**src/rtl/basr_pkg.sv**
```systemverilog
// Shared types and constants for the bridge converter serial reader.
// No dependencies; every other file of the block but basr_in_if imports this package.
package basr_pkg;

    localparam int INTERVAL_W  = 32;
    localparam int GAIN_W      = 3;
    localparam int PTICK_W     = 8;
    localparam int DATA_BITS   = 24;
    localparam int SHIFT_W     = 28;
    localparam int BITS_W      = 5;
    localparam int OVF_OUT_W   = 16;
    localparam int CFG_IDX_W   = 2;
    localparam int CFG_DATA_W  = 32;

    localparam int DEF_READY_BACKOFF = 8;
    localparam int DEF_OVERFLOW_BITS = 16;

    localparam logic [GAIN_W-1:0]  GAIN_MIN = 3'd1;
    localparam logic [GAIN_W-1:0]  GAIN_MAX = 3'd4;

    typedef enum logic [CFG_IDX_W-1:0] {
        CFG_GAIN     = 2'd0,
        CFG_INTERVAL = 2'd1,
        CFG_PULSE    = 2'd2
    } t_cfg_idx;

    typedef enum logic [1:0] {
        PH_WAIT = 2'd0,
        PH_HIGH = 2'd1,
        PH_LOW  = 2'd2
    } t_phase;

    typedef struct packed {
        logic [GAIN_W-1:0]     gain;
        logic [INTERVAL_W-1:0] interval;
        logic [PTICK_W-1:0]    pulse;
    } t_cfg;

    typedef struct packed {
        logic                  valid;
        logic [INTERVAL_W-1:0] interval;
    } t_restart;

    typedef struct packed {
        logic                        clock_level;
        logic                        sample_valid;
        logic signed [DATA_BITS-1:0] sample_value;
        logic                        sample_fault;
        logic [OVF_OUT_W-1:0]        overflow_total;
    } t_result;

endpackage

```
**src/rtl/basr_in_if.sv**
```systemverilog
// Input channel: one beat per tick carrying the sampled data line level.
// Depends on nothing beyond the language itself.
interface basr_in_if;
    logic valid;
    logic ready;
    logic data_level;

    modport source (output valid, output data_level, input ready);
    modport sink   (input valid, input data_level, output ready);
endinterface

```
**src/rtl/basr_out_if.sv**
```systemverilog
// Output channel: one result beat per tick.
// Depends on basr_pkg for the field widths.
interface basr_out_if;
    import basr_pkg::*;

    logic                        valid;
    logic                        ready;
    logic                        clock_level;
    logic                        sample_valid;
    logic signed [DATA_BITS-1:0] sample_value;
    logic                        sample_fault;
    logic [OVF_OUT_W-1:0]        overflow_total;

    modport source (output valid, output clock_level, output sample_valid,
                    output sample_value, output sample_fault,
                    output overflow_total, input ready);
    modport sink   (input valid, input clock_level, input sample_valid,
                    input sample_value, input sample_fault,
                    input overflow_total, output ready);
endinterface

```
**src/rtl/bridge_adc_serial_reader.sv**
```systemverilog
// Serial readout for a 24-bit bridge converter; top level of the block.
// A result beat appears in the output register in the cycle after its input beat is taken.
// Throughput: one beat per cycle while the output is not stalled, set by the sequencer update in basr_core.
// Input is held off only while a result beat waits and the sink is not ready.
// Reset is synchronous, active low: gain 1, interval 0 (clock held high), pulse 1.
// Read state, the poll countdown and the overflow count clear to zero; the read gain resets to 1.
module bridge_adc_serial_reader #(
    parameter int READY_BACKOFF = basr_pkg::DEF_READY_BACKOFF,
    parameter int OVERFLOW_BITS = basr_pkg::DEF_OVERFLOW_BITS
) (
    input  logic                            i_clk,
    input  logic                            i_rst_n,
    input  logic                            i_cfg_we,
    input  logic [basr_pkg::CFG_IDX_W-1:0]  i_cfg_idx,
    input  logic [basr_pkg::CFG_DATA_W-1:0] i_cfg_data,
    basr_in_if.sink                         i_in,
    basr_out_if.source                      o_out
);
    import basr_pkg::*;

    t_cfg     w_cfg;
    t_restart w_restart;
    t_result  w_res;
    logic     w_free;
    logic     w_accept;

    assign i_in.ready = w_free;
    assign w_accept   = i_in.valid && w_free;

    basr_cfg u_cfg (
        .i_clk      (i_clk),
        .i_rst_n    (i_rst_n),
        .i_cfg_we   (i_cfg_we),
        .i_cfg_idx  (i_cfg_idx),
        .i_cfg_data (i_cfg_data),
        .o_cfg      (w_cfg),
        .o_restart  (w_restart)
    );

    basr_core #(
        .READY_BACKOFF (READY_BACKOFF),
        .OVERFLOW_BITS (OVERFLOW_BITS)
    ) u_core (
        .i_clk     (i_clk),
        .i_rst_n   (i_rst_n),
        .i_cfg     (w_cfg),
        .i_restart (w_restart),
        .i_step    (w_accept),
        .i_level   (i_in.data_level),
        .o_res     (w_res)
    );

    basr_out u_out (
        .i_clk   (i_clk),
        .i_rst_n (i_rst_n),
        .i_load  (w_accept),
        .i_res   (w_res),
        .o_free  (w_free),
        .o_out   (o_out)
    );

    a_err_needs_valid: assert property (@(posedge i_clk) disable iff (!i_rst_n)
        o_out.valid && o_out.sample_fault |-> o_out.sample_valid)
        else $error("sample fault flagged without a completed read");

    a_value_only_good: assert property (@(posedge i_clk) disable iff (!i_rst_n)
        o_out.valid && (o_out.sample_value != '0) |->
        o_out.sample_valid && !o_out.sample_fault)
        else $error("sample value nonzero outside a good read");

    a_power_down_clock: assert property (@(posedge i_clk) disable iff (!i_rst_n)
        w_accept && (w_cfg.interval == '0) && !w_restart.valid |=>
        o_out.valid && o_out.clock_level)
        else $error("clock line not high while powered down");

    a_stall_blocks_input: assert property (@(posedge i_clk) disable iff (!i_rst_n)
        o_out.valid && !o_out.ready |-> !i_in.ready)
        else $error("input beat taken while a result beat is stalled");

endmodule

```
**src/rtl/basr_cfg.sv**
```systemverilog
// Configuration registers and the restart event raised by an interval write.
// Depends on basr_pkg.
module basr_cfg (
    input  logic                            i_clk,
    input  logic                            i_rst_n,
    input  logic                            i_cfg_we,
    input  logic [basr_pkg::CFG_IDX_W-1:0]  i_cfg_idx,
    input  logic [basr_pkg::CFG_DATA_W-1:0] i_cfg_data,
    output basr_pkg::t_cfg                  o_cfg,
    output basr_pkg::t_restart              o_restart
);
    import basr_pkg::*;

    t_cfg r_cfg;
    t_cfg n_cfg;

    always_comb begin
        n_cfg              = r_cfg;
        o_restart.valid    = 1'b0;
        o_restart.interval = i_cfg_data[INTERVAL_W-1:0];
        if (i_cfg_we) begin
            unique case (i_cfg_idx)
                CFG_GAIN: begin
                    n_cfg.gain = i_cfg_data[GAIN_W-1:0];
                end
                CFG_INTERVAL: begin
                    n_cfg.interval  = i_cfg_data[INTERVAL_W-1:0];
                    o_restart.valid = 1'b1;
                end
                CFG_PULSE: begin
                    n_cfg.pulse = i_cfg_data[PTICK_W-1:0];
                end
                default: begin
                end
            endcase
        end
    end

    always_ff @(posedge i_clk) begin
        if (!i_rst_n) begin
            r_cfg.gain     <= GAIN_MIN;
            r_cfg.interval <= '0;
            r_cfg.pulse    <= PTICK_W'(1);
        end else begin
            r_cfg <= n_cfg;
        end
    end

    assign o_cfg = r_cfg;

endmodule

```
**src/rtl/basr_core.sv**
```systemverilog
// Read sequencer: pulse timing, bit capture, polling and overflow count.
// Depends on basr_pkg; advances one tick per accepted input beat unless a restart is raised.
module basr_core #(
    parameter int READY_BACKOFF = basr_pkg::DEF_READY_BACKOFF,
    parameter int OVERFLOW_BITS = basr_pkg::DEF_OVERFLOW_BITS
) (
    input  logic               i_clk,
    input  logic               i_rst_n,
    input  basr_pkg::t_cfg     i_cfg,
    input  basr_pkg::t_restart i_restart,
    input  logic               i_step,
    input  logic               i_level,
    output basr_pkg::t_result  o_res
);
    import basr_pkg::*;

    localparam int PC_W = INTERVAL_W + $clog2(READY_BACKOFF + 1);
    localparam int OVW  = (OVERFLOW_BITS > OVF_OUT_W) ? OVERFLOW_BITS : OVF_OUT_W;

    t_phase               r_phase, n_phase;
    logic [PC_W-1:0]      r_pcd, n_pcd;
    logic [PTICK_W-1:0]   r_pc, n_pc;
    logic [BITS_W-1:0]    r_bl, n_bl;
    logic [SHIFT_W-1:0]   r_sw, n_sw;
    logic                 r_pend, n_pend;
    logic [OVERFLOW_BITS-1:0] r_ovf, n_ovf;
    logic [GAIN_W-1:0]    r_rgain, n_rgain;

    logic [PTICK_W-1:0]   w_eff_pulse;
    logic [GAIN_W-1:0]    w_eff_gain;
    logic [PC_W-1:0]      w_backoff;
    logic [OVW-1:0]       w_ovf_wide;

    assign w_eff_pulse = (i_cfg.pulse == '0) ? PTICK_W'(1) : i_cfg.pulse;
    assign w_eff_gain  = (i_cfg.gain < GAIN_MIN) ? GAIN_MIN :
                         (i_cfg.gain > GAIN_MAX) ? GAIN_MAX : i_cfg.gain;
    assign w_backoff   = PC_W'(i_cfg.interval) * PC_W'(READY_BACKOFF);

    always_comb begin
        logic [SHIFT_W-1:0] mask;
        logic [SHIFT_W-1:0] shifted;

        n_phase = r_phase;
        n_pcd   = r_pcd;
        n_pc    = r_pc;
        n_bl    = r_bl;
        n_sw    = r_sw;
        n_pend  = r_pend;
        n_ovf   = r_ovf;
        n_rgain = r_rgain;
        mask    = '0;
        shifted = '0;

        o_res.clock_level  = 1'b1;
        o_res.sample_valid = 1'b0;
        o_res.sample_value = '0;
        o_res.sample_fault = 1'b0;

        if (i_cfg.interval != '0) begin
            o_res.clock_level = (r_phase == PH_HIGH);

            unique case (r_phase)
                PH_HIGH: begin
                    if (n_pc != '0) n_pc = n_pc - PTICK_W'(1);
                    if (n_pc == '0) begin
                        n_phase = PH_LOW;
                        n_pc    = w_eff_pulse;
                    end
                end
                PH_LOW: begin
                    if (n_pc != '0) n_pc = n_pc - PTICK_W'(1);
                    if (n_pc == '0) begin
                        n_sw = {n_sw[SHIFT_W-2:0], i_level};
                        if (n_bl != '0) n_bl = n_bl - BITS_W'(1);
                        if (n_bl == '0) begin
                            mask    = (SHIFT_W'(1) << n_rgain) - SHIFT_W'(1);
                            shifted = n_sw >> n_rgain;
                            o_res.sample_valid = 1'b1;
                            if ((n_sw & mask) != mask) begin
                                o_res.sample_fault = 1'b1;
                            end else begin
                                o_res.sample_value = shifted[DATA_BITS-1:0];
                            end
                            n_phase = PH_WAIT;
                            n_pc    = '0;
                            n_bl    = '0;
                            n_sw    = '0;
                            n_pend  = 1'b0;
                        end else begin
                            n_phase = PH_HIGH;
                            n_pc    = w_eff_pulse;
                        end
                    end
                end
                default: begin
                end
            endcase

            if (n_pcd != '0) n_pcd = n_pcd - PC_W'(1);
            if (n_pcd == '0) begin
                if (n_pend && (n_ovf != '1)) n_ovf = n_ovf + OVERFLOW_BITS'(1);
                if (!i_level) begin
                    if (!n_pend) begin
                        n_pend  = 1'b1;
                        n_rgain = w_eff_gain;
                        n_phase = PH_HIGH;
                        n_pc    = w_eff_pulse;
                        n_bl    = BITS_W'(DATA_BITS) + BITS_W'(w_eff_gain);
                        n_sw    = '0;
                    end
                    n_pcd = w_backoff;
                end else begin
                    n_pcd = PC_W'(i_cfg.interval);
                end
            end
        end

        w_ovf_wide           = OVW'(n_ovf);
        o_res.overflow_total = w_ovf_wide[OVF_OUT_W-1:0];
    end

    always_ff @(posedge i_clk) begin
        if (!i_rst_n) begin
            r_phase <= PH_WAIT;
            r_pcd   <= '0;
            r_pc    <= '0;
            r_bl    <= '0;
            r_sw    <= '0;
            r_pend  <= 1'b0;
            r_ovf   <= '0;
            r_rgain <= GAIN_MIN;
        end else if (i_restart.valid) begin
            r_phase <= PH_WAIT;
            r_pcd   <= PC_W'(i_restart.interval);
            r_pc    <= '0;
            r_bl    <= '0;
            r_sw    <= '0;
            r_pend  <= 1'b0;
            if (i_restart.interval != '0) r_ovf <= '0;
        end else if (i_step) begin
            r_phase <= n_phase;
            r_pcd   <= n_pcd;
            r_pc    <= n_pc;
            r_bl    <= n_bl;
            r_sw    <= n_sw;
            r_pend  <= n_pend;
            r_ovf   <= n_ovf;
            r_rgain <= n_rgain;
        end
    end

endmodule

```
**src/rtl/basr_out.sv**
```systemverilog
// Output register that holds one result beat until the sink takes it.
// Depends on basr_pkg and basr_out_if.
module basr_out (
    input  logic              i_clk,
    input  logic              i_rst_n,
    input  logic              i_load,
    input  basr_pkg::t_result i_res,
    output logic              o_free,
    basr_out_if.source        o_out
);
    import basr_pkg::*;

    logic    r_valid;
    t_result r_res;

    assign o_free = !r_valid || o_out.ready;

    always_ff @(posedge i_clk) begin
        if (!i_rst_n) begin
            r_valid <= 1'b0;
        end else if (o_free) begin
            r_valid <= i_load;
        end
    end

    always_ff @(posedge i_clk) begin
        if (i_load) begin
            r_res <= i_res;
        end
    end

    assign o_out.valid          = r_valid;
    assign o_out.clock_level    = r_res.clock_level;
    assign o_out.sample_valid   = r_res.sample_valid;
    assign o_out.sample_value   = r_res.sample_value;
    assign o_out.sample_fault   = r_res.sample_fault;
    assign o_out.overflow_total = r_res.overflow_total;

endmodule
```
**src/flat_wrapper.sv**
```systemverilog
// flat-port wrapper written by rule: the top's interface ports become plain ports
module bridge_adc_serial_reader_flat import basr_pkg::*;
#(
    parameter int READY_BACKOFF = basr_pkg::DEF_READY_BACKOFF,
    parameter int OVERFLOW_BITS = basr_pkg::DEF_OVERFLOW_BITS
)
  (i_clk, i_rst_n, i_cfg_we, i_cfg_idx, i_cfg_data, i_in_valid, i_in_data_level, i_in_ready, o_out_valid, o_out_clock_level, o_out_sample_valid, o_out_sample_value, o_out_sample_fault, o_out_overflow_total, o_out_ready);
  basr_in_if i_in_i ();
  basr_out_if o_out_i ();
  input  logic i_clk;
  input  logic i_rst_n;
  input  logic i_cfg_we;
  input  logic [basr_pkg::CFG_IDX_W-1:0] i_cfg_idx;
  input  logic [basr_pkg::CFG_DATA_W-1:0] i_cfg_data;
  input wire logic [$bits(i_in_i.valid)-1:0] i_in_valid;
  input wire logic [$bits(i_in_i.data_level)-1:0] i_in_data_level;
  output wire logic [$bits(i_in_i.ready)-1:0] i_in_ready;
  output wire logic [$bits(o_out_i.valid)-1:0] o_out_valid;
  output wire logic [$bits(o_out_i.clock_level)-1:0] o_out_clock_level;
  output wire logic [$bits(o_out_i.sample_valid)-1:0] o_out_sample_valid;
  output wire logic [$bits(o_out_i.sample_value)-1:0] o_out_sample_value;
  output wire logic [$bits(o_out_i.sample_fault)-1:0] o_out_sample_fault;
  output wire logic [$bits(o_out_i.overflow_total)-1:0] o_out_overflow_total;
  input wire logic [$bits(o_out_i.ready)-1:0] o_out_ready;
  assign i_in_i.valid = i_in_valid;
  assign i_in_i.data_level = i_in_data_level;
  assign i_in_ready = i_in_i.ready;
  assign o_out_valid = o_out_i.valid;
  assign o_out_clock_level = o_out_i.clock_level;
  assign o_out_sample_valid = o_out_i.sample_valid;
  assign o_out_sample_value = o_out_i.sample_value;
  assign o_out_sample_fault = o_out_i.sample_fault;
  assign o_out_overflow_total = o_out_i.overflow_total;
  assign o_out_i.ready = o_out_ready;
  bridge_adc_serial_reader #(.READY_BACKOFF(READY_BACKOFF), .OVERFLOW_BITS(OVERFLOW_BITS)) u_core (.i_clk(i_clk), .i_rst_n(i_rst_n), .i_cfg_we(i_cfg_we), .i_cfg_idx(i_cfg_idx), .i_cfg_data(i_cfg_data), .i_in(i_in_i), .o_out(o_out_i));
endmodule
```
**config.mk**
```make
export PLATFORM = sky130hd
export DESIGN_NAME = bridge_adc_serial_reader_flat
export DESIGN_NICKNAME = d
export VERILOG_FILES = /design/src/rtl/basr_pkg.sv /design/src/rtl/basr_in_if.sv /design/src/rtl/basr_out_if.sv /design/src/rtl/bridge_adc_serial_reader.sv /design/src/rtl/basr_cfg.sv /design/src/rtl/basr_core.sv /design/src/rtl/basr_out.sv /design/src/flat_wrapper.sv
export SDC_FILE = /design/constraint.sdc
export NUM_CORES = 1
export LEC_CHECK = 0
export BUFFER_PORTS_ARGS = -buffer_cell sky130_fd_sc_hd__buf_4
export CAP_MARGIN = 10
export CORE_MARGIN = 1
export CORE_UTILIZATION = 25
export CTS_CLUSTER_DIAMETER = 40
export DETAILED_ROUTE_END_ITERATION = 16
export SETUP_SLACK_MARGIN = 0.02
export SLEW_MARGIN = 20
export SYNTH_ARGS = -nofsm -noshare
export SYNTH_HDL_FRONTEND = slang
export SYNTH_SLANG_ARGS = --single-unit
```
**constraint.sdc**
```tcl
create_clock -name i_clk -period 5.8 [get_ports i_clk]
set_input_delay 1.16 -clock i_clk [delete_from_list [all_inputs] [get_ports i_clk]]
set_output_delay 1.16 -clock i_clk [all_outputs]
set_load 0.01 [all_outputs]
```
## Word level (Yosys, flattened, before mapping)

Cells that the tools add are included.

| word-level totals | value |
|---|---|
| register bits | 186 |

| cells by class | value |
|---|---|
| $add $sub $neg | 6 |
| $lt $le $gt $ge | 2 |
| eq/ne operators | 7 |
| shift-type cells | 2 |
| muxes and demuxes | 62 |
| bitwise gates (word level) | 9 |
| reduce and logical (&&, ||, !) cells | 28 |

Operators by type and width:

| kind | number |
|---|---|
| $mux W28 | 6 |
| $mux W36 | 3 |
| $mux W16 | 6 |
| $mux W32 | 3 |
| $mux W8 | 12 |
| $reduce_bool A32 Y1 | 2 |
| $mux W5 | 10 |
| $logic_not A36 Y1 | 1 |
| $reduce_bool A36 Y1 | 1 |
| $sub A36 B1 Y36 const B | 1 |
| $mux W35 | 1 |
| $and A28 B28 Y28 | 1 |
| $ne A28 B28 Y1 | 1 |
| $shl A1 B3 Y28 const A | 1 |
| $shr A28 B3 Y24 | 1 |
| $sub A28 B2 Y28 const B | 1 |
| $mux W26 | 1 |
| $logic_not A8 Y1 | 3 |
| $mux W24 | 1 |
| $add A16 B1 Y16 const B | 1 |
| $ne A16 B16 Y1 const B | 1 |
| $pmux W8 S2 | 1 |
| $reduce_and A2 Y1 | 6 |
| $mux W1 | 10 |
| other kinds (25) | 41 |

## Logic depth before layout (Yosys ltp)

Gate-level depths: netlist (run 1).

| depth | value |
|---|---|
| depth in word-level cells | 19 |
| depth in mapped cells | 15 |
| gate-level depth less buffers | 11 |

## Hierarchy

A second synthesis (run 1) with hierarchy kept.

| unflattened totals | value |
|---|---|
| cells, all modules | 1335 |
| area, all modules | 11492.3 um^2 |

By module, submodules not included:

| module | times used | cells an instance | area an instance (um^2) | sequential area each (um^2) |
|---|---|---|---|---|
| basr_core | 1 | 1076 | 8205.4 | 1961.9 |
| basr_cfg | 1 | 211 | 1940.6 | 860.8 |
| basr_out | 1 | 47 | 1340.0 | 1311.3 |
| bridge_adc_serial_reader | 1 | 1 | 6.3 | 0.0 |

## Worst setup path before layout (run 1)

Ideal clock, no wire load.

| timing | value |
|---|---|
| path kind | input port to flip-flop |
| start point | input o_out_ready |
| end point | register u_core.u_core.r_pcd[14] |
| library setup time | 133 ps |
| arrival time | 3607 ps |
| required time | 5667 ps |
| path slack | 2059 ps |
| cell stages on the path | 9 |
| buffers on the path | 1 |
| cells stage by stage | nand2b_1 -> nand2_1 -> inv_1 -> o21ai_0 -> clkbuf_1 -> nor2_1 -> o311ai_0 -> a21oi_1 -> a211oi_1 |

| between the ends | value |
|---|---|
| cells in the longest elaborated chain, start to end | 4 |

Ends and longest elaborated chain:

| element | RTL line | text |
|---|---|---|
| from (decl) | flat_wrapper.sv:24 | `input wire logic [$bits(o_out_i.ready)-1:0] o_out_ready;` |
| $logic_or A1 B1 Y1 | basr_out.sv:16 | `assign o_free = !r_valid \|\| o_out.ready;` |
| $logic_and A1 B1 Y1 | bridge_adc_serial_reader.sv:28 | `assign w_accept = i_in.valid && w_free;` |
| via u_core.u_core.i_step | basr_core.sv:11 | `input logic i_step,` |
| $reduce_bool A2 Y1 (no source line) | -- |  |
| $reduce_and A2 Y1 (no source line) | -- |  |
| to (signal assigned) | basr_core.sv:134 | `r_pcd <= PC_W'(i_restart.interval);` |
| to (signal assigned) | basr_core.sv:142 | `r_pcd <= n_pcd;` |
| to (decl) | basr_core.sv:21 | `logic [PC_W-1:0] r_pcd, n_pcd;` |

The timed path passes the listed nets, and every way through them passes these cells.
A chain may end at the register's enable or synchronous reset.

## Worst setup path after layout (run 1)

| timing | value |
|---|---|
| start point | register u_core.u_core.r_pcd[0] |
| end point | register u_core.u_core.r_sw[22] |

| between the ends | value |
|---|---|
| cells in the longest elaborated chain, start to end | 5 |
| elaborated cells between the ends (all ways) | 6 |

Ends and longest elaborated chain:

| element | RTL line | text |
|---|---|---|
| $sub A36 B1 Y36 / $reduce_bool A36 Y1 (equally long branches) | basr_core.sv:99 | `if (n_pcd != '0) n_pcd = n_pcd - PC_W'(1);` |
| $mux W36 * | basr_core.sv:99 |  |
| $mux W36 * | basr_core.sv:59 | `if (i_cfg.interval != '0) begin` |
| $logic_not A36 Y1 * | basr_core.sv:100 | `if (n_pcd == '0) begin` |
| $mux W28 * | basr_core.sv:100 |  |
| to (signal assigned) | basr_core.sv:145 | `r_sw <= n_sw;` |
| to (decl) | basr_core.sv:24 | `logic [SHIFT_W-1:0] r_sw, n_sw;` |

Every way passes the cells marked *; elsewhere a longest branch is shown, timed or not. The select of a mux whose other input is x is not followed.

==> results of run 1 <==
[cell type report]
| type | count | area, um^2 | share of cell area, % |
|---|---|---|---|
| clock buffers | 17 | 425 | 3.39 |
| inverters | 26 | 97.6 | 0.778 |
| flip-flops and latches | 185 | 4140 | 33.0 |
| multi-input cells | 997 | 6260 | 49.9 |
| clock inverters | 15 | 131 | 1.05 |
| well taps | 585 | 732 | 5.84 |
| repair buffers | 101 | 758 | 6.04 |
[sequential cells by signal, indices dropped and copies added, names as in the netlist]
register / cells
u_core.u_core.r_bl: 5
u_core.u_core.r_pcd: 36
u_core.u_core.r_ovf: 16
u_core.u_core.r_pend: 1
u_core.u_out.o_out.valid: 1
u_core.u_out.o_out.sample_fault: 1
u_core.u_core.r_phase: 2
u_core.u_out.o_out.overflow_total: 16
u_core.u_out.o_out.clock_level: 1
u_core.u_cfg.o_cfg: 43
u_core.u_core.r_pc: 8
u_core.u_core.r_sw: 27
u_core.u_out.o_out.sample_valid: 1
u_core.u_core.r_rgain: 3
u_core.u_out.o_out.sample_value: 24
[worst max-delay path: stages, from the launching register on]
cell	delay, ns
dfxtp_1	0.36
inv_1	0.13
ha_1	0.23
nor4b_1	0.34
nand4_1	0.54
or3_1	0.68
a21oi_1	0.22
nor4b_4	0.47
nand2_2	0.19
nor3_2	0.57
a21o_1	0.82
a21oi_1	0.08
[how the worst min path moves through the flow]
stage                                             start                                  end  cells past startpoint
floorplan            u_core.u_cfg.o_cfg[0]$_SDFFE_PN1P_   u_core.u_cfg.o_cfg[0]$_SDFFE_PN1P_                      2
global placement     u_core.u_cfg.o_cfg[0]$_SDFFE_PN1P_   u_core.u_cfg.o_cfg[0]$_SDFFE_PN1P_                      2
detailed placement   u_core.u_cfg.o_cfg[0]$_SDFFE_PN1P_   u_core.u_cfg.o_cfg[0]$_SDFFE_PN1P_                      2
CTS                  u_core.u_cfg.o_cfg[0]$_SDFFE_PN1P_   u_core.u_cfg.o_cfg[0]$_SDFFE_PN1P_                      2
global route        u_core.u_cfg.o_cfg[18]$_SDFFE_PN0P_  u_core.u_cfg.o_cfg[18]$_SDFFE_PN0P_                      2
finish              u_core.u_cfg.o_cfg[21]$_SDFFE_PN0P_  u_core.u_cfg.o_cfg[21]$_SDFFE_PN0P_                      2
[kinds of logic (layout without fill, tap and decap cells)]
group / after synthesis / in the layout / synth area share [%]
AO/OA/AOI/OAI: 325 / 325 / 18.5
XOR/XNOR: 35 / 35 / 2.82
adder cells (fa/ha/maj): 8 / 8 / 0.921
buffers and inverters: 120 / 159 / 4.42
flip-flops: 185 / 185 / 38.1
multiplexers: 80 / 80 / 10.0
AND/OR/NAND/NOR: 549 / 549 / 25.3
[metrics by stage]
step	power [W]	cells	util (%)	setup slack, ns
floorplan	0.00192	1302	-	2.06
global placement	0.00212	1894	27.9	1.17
detailed placement	0.00212	1894	27.9	1.10
CTS	0.00326	1926	29.2	1.09
global route	0.00339	1926	29.2	0.471
finish	0.00324	1926	29.2	0.988
[per-layer routing]
metal / wire, um / part of all wire [%] / global-route usage [%] / vias up
li1: - / - / - / 4876
met1: 14800 / 46 / 19.4 / 4810
met2: 14900 / 46 / 23.7 / 321
met3: 1810 / 5.6 / 2.61 / 54
met4: 886 / 2.7 / 5.57 / 0
met5: 0 / 0 / 0 / -
[power breakdown]
group	leakage [nW]	switching, W	total, W	internal (W)
Combinational	2.48	0.000412	0.000663	0.000251
Sequential	1.59	0.0000718	0.00145	0.00138
Clock	0.257	0.000567	0.00113	0.000564
[cells in the final DEF (no fill, tap or decap), drive strengths merged, types with 8 or more instances in the layout]
master / Yosys / final
xnor2: 18 / 18
buf: 18 / 101
nand4: 20 / 20
nand3: 63 / 63
xor2: 17 / 17
nand2: 198 / 198
inv: 26 / 34
o21ai: 73 / 73
a211oi: 32 / 32
edfxtp: 43 / 43
o221ai: 9 / 9
ha: 8 / 8
a31oi: 13 / 13
dfxtp: 142 / 142
o211ai: 14 / 14
a21oi: 122 / 122
and3: 8 / 8
nor3: 46 / 46
nor2b: 9 / 9
nor2: 94 / 94
or3: 11 / 11
mux2i: 30 / 30
or4: 18 / 18
mux2: 30 / 30
nor4: 39 / 39
clkbuf: 76 / 17
mux4: 20 / 20
==> insert_results.sql, run 1 <==
INSERT INTO impl_metrics (metric_group, metric, value, unit) VALUES
('setup_path', 'r2r-start', 'u_core.u_core.r_pcd[0]$_SDFFE_PN0P_', ''),
('detailed_routing', 'drt_first_pass_iters', '7', ''),
('place', 'hpwl', '23100', 'um'),
('logic_synthesis', 'yosys-top-cells-area', 'dfxtp_1 26%, edfxtp_1 12%, nand2_1 6.8%, a21oi_1 5.6%, mux4_2 4.1%', ''),
('logic_synthesis', 'synth_top_flop_cell', 'dfxtp_1', ''),
('logic_synthesis', 'synth_nets', '1350', ''),
('sta', 'timing.final.crit_period', '4.81', 'ns'),
('sta', 'max_slew_margin', '28.3', '%'),
('clocking', 'tritoncts_clock_tree', 'done', ''),
('grt', 'antenna_found_initial', '0', ''),
('finish', 'design.final.nets', '1376', ''),
('logic_synthesis', 'seq_area_frac_synth', '38.1', '%'),
('sta', 'grt_setup_unrepaired', 'no', ''),
('logic_synthesis', 'synthMostInstantiatedCell', 'nand2_1', ''),
('die', 'die_y', '210', 'um'),
('finish', 'fin_area', '12500', 'um^2'),
('sta', 'final_cycle_share', '83.0', '%'),
('flow_run', 'maxCapViolations', '0', ''),
('sta', 'setup-violations-final', '0', ''),
('setup_path', 'critPathLaunch', 'u_core.u_core.r_pcd[0]$_SDFFE_PN0P_', ''),
('logic_synthesis', 'netlist_area', '10900', 'um^2'),
('logic_synthesis', 'syn_inst', '1302', ''),
('sta', 'tightestPinTransition', '1.07', 'ns'),
('grt', 'largest_net_degree_at_the_start_of_global_routing', '69', ''),
('finish', 'flow.area_growth_from_synthesis', '15.5', '%'),
('min_path', 'path_type_of_the_worst_min_delay_path', 'register to register', ''),
('grt', 'all_layer_global_routing_usage', '14.7', '%'),
('grt', 'grt_first_pass_wirelength', '51600', 'um'),
('sta', 'worst_clock_skew', '0.0205', 'ns'),
('pwr', 'power.leakage', '4.33', 'nW'),
('sta', 'finalHoldViolations', '0', ''),
('logic_synthesis', 'synth_top_cells_by_count', '196 x nand2_1, 142 x dfxtp_1, 122 x a21oi_1, 94 x nor2_1, 75 x clkbuf_1', ''),
('clocking', 'worstSkewPairLatency', '0.46', 'ns'),
('grt', 'grt_pass1_vias', '9350', ''),
('setup_path', 'required', '6.09', 'ns'),
('setup_path', 'largest_fanout_on_the_critical_path', '28', ''),
('finish', 'final_layout_size_suffix_gt1_share', '16.0', '%'),
('logic_synthesis', 'synth_edf_count', '43', ''),
('clocking', 'post_cts.resized_instances', '0', ''),
('detailed_routing', 'detail_routed_net_length_per_standard_cell', '16.8', 'um'),
('clocking', 'path_clk_slew', '0.07', 'ns'),
('setup_path', 'critical_path_endpoint_category', 'register', ''),
('logic_synthesis', 'syn_avg_cell_area', '8.34', 'um^2'),
('clocking', 'cts-root-buf', 'clkbuf_16', ''),
('clocking', 'post_cts.repair.setup_buffers', '0', ''),
('setup_path', 'worst-r2r-setup-slack', '0.99', 'ns'),
('die', 'initial_utilization', '25.3', '%'),
('detailed_routing', 'detail_route.wirelength', '32400', 'um'),
('setup_path', 'endpoint_of_the_worst_setup_timing_path', 'u_core.u_core.r_sw[22]$_SDFFE_PP0P_', ''),
('detailed_routing', 'ant_nets', '0', ''),
('grt', 'grt-ovfl-total', '0', ''),
('logic_synthesis', 'yosysWarningCount', '0', ''),
('die', 'die_ar', '44300', 'um^2'),
('pwr', 'power_per_cell_area', '258', 'nW/um^2'),
('sta', 'timing.setup.tns', '0', 'ns'),
('logic_synthesis', 'synth.lib_cells_used.distinct', '79', ''),
('status', 'run_status', 'finished clean', ''),
('clocking', 'tritoncts_num_sinks', '185', ''),
('sta', 'report.final.slew_viol_count', '0', ''),
('setup_path', 'critical_path_class', 'register to register', ''),
('die', 'fp.coreArea', '43000', 'um^2'),
('finish', 'insertedDiodeCount', '0', ''),
('setup_path', 'worst_setup_path_start_kind', 'register', ''),
('logic_synthesis', 'synth-async-reset-ratio', '0', '%'),
('die', 'rows', '76', ''),
('logic_synthesis', 'post-synth-top-area-fraction', '26.2', '%'),
('logic_synthesis', 'synth-seq-cells', '185', ''),
('detailed_routing', 'initialDrtViolationCount', '858', ''),
('place', 'placed_cell_area', '12000', 'um^2'),
('detailed_routing', 'detail_route.vias_per_cell', '5.22', ''),
('setup_path', 'rr_endpoint', 'u_core.u_core.r_sw[22]$_SDFFE_PP0P_', '');
Power figures use the tool's default switching activity.
==> run 2, diff against run 1 <==
ABC_AREA = 1   (was default)
clock period = 4.8 ns   (was 5.8 ns; I/O delays follow)
==> insert_results.sql, run 2 <==
INSERT INTO impl_metrics (metric_group, metric, value, unit) VALUES
('logic_synthesis', 'synth_edf_count', '43', ''),
('setup_path', 'slowest_cell_on_crit_path', 'nand3_1', ''),
('sta', 'grt_setup_unrepaired', 'no', ''),
('grt', 'largest_net_degree_at_the_start_of_global_routing', '70', ''),
('die', 'die_y', '222', 'um'),
('setup_path', 'critical-path-top-delay-family', 'simple AND/OR/NAND/NOR gates', ''),
('sta', 'timing.final.crit_period', '3.69', 'ns'),
('detailed_routing', 'drt_first_pass_iters', '7', ''),
('logic_synthesis', 'synth_top_flop_cell', 'dfxtp_1', ''),
('finish', 'layout.cells.non_filler', '2532', ''),
('logic_synthesis', 'synth-async-reset-ratio', '0', '%'),
('clocking', 'worstSkewPairLatency', '0.47', 'ns'),
('clocking', 'tritoncts_clock_tree', 'done', ''),
('finish', 'mostFrequentLayoutCell', 'nand2_1', ''),
('sta', 'worst_clock_skew', '0.0132', 'ns'),
('clocking', 'cts-root-buf', 'clkbuf_16', ''),
('grt', 'antenna_found_initial', '0', ''),
('logic_synthesis', 'synthMostInstantiatedCell', 'nand2_1', ''),
('setup_path', 'critical_path_endpoint_category', 'register', ''),
('detailed_routing', 'detail_route.wirelength', '40000', 'um'),
('grt', 'grt_pass1_vias', '11700', ''),
('place', 'hpwl', '30300', 'um'),
('logic_synthesis', 'synth.lib_cells_used.distinct', '46', ''),
('die', 'initial_utilization', '25.3', '%'),
('sta', 'achievable-frequency', '271', 'MHz'),
('clocking', 'number_of_buffers_on_the_longest_clock_path', '2', ''),
('finish', 'final_layout_size_suffix_gt1_share', '9.44', '%'),
('sta', 'report.final.slew_viol_count', '0', ''),
('die', 'die_ar', '49100', 'um^2'),
('pwr', 'vdd_drop_max', '0.194', 'mV'),
('flow_run', 'maxCapViolations', '0', ''),
('finish', 'design.final.nets', '1952', ''),
('clocking', 'post_cts.resized_instances', '0', ''),
('die', 'fp.coreArea', '47600', 'um^2'),
('pwr', 'power.leakage', '5.94', 'nW'),
('die', 'io-pin-count', '85', ''),
('detailed_routing', 'detail_routed_net_length_per_standard_cell', '15.8', 'um'),
('die', 'chipWidth', '222', 'um'),
('setup_path', 'worstSetupPathDepth', '17', ''),
('logic_synthesis', 'netlist_area', '12000', 'um^2'),
('clocking', 'tritoncts_num_sinks', '185', ''),
('sta', 'setup-violations-final', '0', ''),
('finish', 'insertedDiodeCount', '0', ''),
('logic_synthesis', 'synth-seq-cells', '185', ''),
('sta', 'finalHoldViolations', '0', ''),
('sta', 'max_slew_margin', '36.4', '%'),
('clocking', 'path_clk_slew', '0.07', 'ns'),
('logic_synthesis', 'syn_inst', '1866', ''),
('min_path', 'hold-path-cell-count', '2', ''),
('detailed_routing', 'initialDrtViolationCount', '973', ''),
('clocking', 'clock_tree.htree_level_count', '4', ''),
('sta', 'tightestPinTransition', '0.952', 'ns'),
('setup_path', 'critical_path_buf_inv_count', '2', ''),
('setup_path', 'worst_setup_path_start_kind', 'register', ''),
('grt', 'all_layer_global_routing_usage', '16.4', '%'),
('sta', 'whs', '0.489', 'ns'),
('grt', 'grt-ovfl-total', '0', ''),
('pwr', 'power_per_cell_area', '422', 'nW/um^2'),
('detailed_routing', 'post-route-drc-count', '0', ''),
('setup_path', 'largest_fanout_on_the_critical_path', '50', ''),
('finish', 'largest_register_ff_count', '43', ''),
('die', 'rows', '80', ''),
('logic_synthesis', 'yosysWarningCount', '0', ''),
('setup_path', 'worstPathCellList', 'inv_1 > ha_1 > nand2_4 > nor2_8 > nand2_4 > nor2_8 > nand2_4 > nand3_1 > nand4_1 > nor2_1 > nand2_2 > nor2_4 > nand3_2 > buf_4 > nor2_2 > nor2_1 > nor2_1', ''),
('clocking', 'holdBufCountCts', '0', ''),
('sta', 'final_cycle_share', '77.0', '%'),
('logic_synthesis', 'seq_area_frac_synth', '34.3', '%'),
('place', 'finalWeightedCongestion', '0.935', ''),
('detailed_routing', 'detail_route.vias_per_cell', '4.93', ''),
('clocking', 'cts_buffers', '17', ''),
('logic_synthesis', 'post-synth-top-area-fraction', '23.6', '%'),
('clocking', 'post_cts.repair.setup_buffers', '0', ''),
('logic_synthesis', 'yosys-top-cells-area', 'dfxtp_1 24%, nand2_1 16%, edfxtp_1 11%, o21ai_0 9.3%, inv_1 7.5%', ''),
('min_path', 'path_type_of_the_worst_min_delay_path', 'register to register', ''),
('logic_synthesis', 'synth_nets', '1914', ''),
('place', 'dp.cells', '2500', ''),
('setup_path', 'worst_ep_arrival_time', '4.08', 'ns'),
('logic_synthesis', 'syn_avg_cell_area', '6.46', 'um^2'),
('grt', 'grt_first_pass_wirelength', '64000', 'um'),
('place', 'buffer_ports.inserted', '84', ''),
('status', 'run_status', 'finished clean', ''),
('setup_path', 'critical_path_class', 'register to register', ''),
('sta', 'timing.setup.tns', '0', 'ns'),
('detailed_routing', 'num_vias', '12500', ''),
('logic_synthesis', 'yosys.area.top_type', 'dfxtp_1', ''),
('detailed_routing', 'ant_nets', '0', ''),
('setup_path', 'required', '5.18', 'ns'),
('finish', 'flow.area_growth_from_synthesis', '14.9', '%'),
('setup_path', 'reg2regPathDepth', '17', ''),
('setup_path', 'slowest_delay', '0.41', 'ns'),
('logic_synthesis', 'synth_top_cells_by_count', '498 x nand2_1, 240 x inv_1, 223 x o21ai_0, 162 x nor2_1, 142 x dfxtp_1', ''),
('finish', 'mostFrequentLayoutCells', '498 x nand2_1, 239 x inv_1, 223 x o21ai_0, 158 x nor2_1, 142 x dfxtp_1', '');
==> run 2: where the power goes <==
part,total [W],leakage (nW),internal [W],switching [W]
combinational,0.00253,4.05,0.000773,0.00176
sequential,0.00187,1.60,0.00172,0.000148
clock,0.00144,0.293,0.000732,0.000705
==> run 2: per-layer routing <==
layer	share of wire, %	vias to the layer above	global-route usage (%)
met1	45	5824	20.6
met5	0	-	0
met4	1.6	0	5.00
met2	49	372	28.7
li1	-	6260	-
met3	4.8	35	2.44
==> run 2: cell families (layout without fill, tap and decap cells) <==
| group | Yosys count | in the layout | share of synthesized area [%] |
|---|---|---|---|
| compound gates | 422 | 422 | 19.4 |
| xor+xnor | 14 | 14 | 1.02 |
| fa+ha+maj | 8 | 8 | 0.831 |
| buf+inv | 331 | 382 | 10.8 |
| flops | 185 | 185 | 34.3 |
| mux | 20 | 20 | 1.66 |
| simple gates | 886 | 886 | 32.0 |
==> run 2: cell type report <==
| cell class | count | area (um^2) |
|---|---|---|
| clock buffer | 19 | 464 |
| clock inverter | 13 | 125 |
| fill | 5258 | 33800 |
| inverter | 244 | 916 |
| multi-input combinational | 1350 | 6630 |
| sequential | 185 | 4130 |
| tap | 615 | 769 |
| timing repair buffer | 106 | 796 |
==> run 2: worst paths after layout <==
path / from / endpoint / slack (ns)
min reg2reg: u_core.u_cfg.o_cfg[40]$_SDFFE_PN1P_ / u_core.u_cfg.o_cfg[40]$_SDFFE_PN1P_ / 0.49
min: u_core.u_cfg.o_cfg[40]$_SDFFE_PN1P_ / u_core.u_cfg.o_cfg[40]$_SDFFE_PN1P_ / 0.49
max reg2reg: u_core.u_core.r_pcd[0]$_SDFFE_PN0P_ / u_core.u_core.r_pc[0]$_SDFFE_PP0P_ / 1.11
max: u_core.u_core.r_pcd[0]$_SDFFE_PN0P_ / u_core.u_core.r_pc[0]$_SDFFE_PP0P_ / 1.11
==> run 2: through the flow <==
step	power [W]	setup WS, ns	instance area (um^2)	utilization (%)
after floorplan	0.00367	1.97	12000	-
after global placement	0.00440	1.21	13200	27.8
after detailed placement	0.00439	1.18	13200	27.8
after CTS	0.00585	1.15	13800	29.0
after global routing	0.00628	0.791	13800	29.0
final	0.00584	1.11	13800	29.0
==> run 2: worst register-to-register path, cell delays in order (launching register included) <==
cell,delay (ns)
dfxtp_1,0.35
inv_1,0.16
ha_1,0.39
nand2_4,0.13
nor2_8,0.17
nand2_4,0.09
nor2_8,0.16
nand2_4,0.29
nand3_1,0.42
nand4_1,0.20
nor2_1,0.34
nand2_2,0.13
nor2_4,0.16
nand3_2,0.08
buf_4,0.28
nor2_2,0.13
nor2_1,0.05
nor2_1,0.10
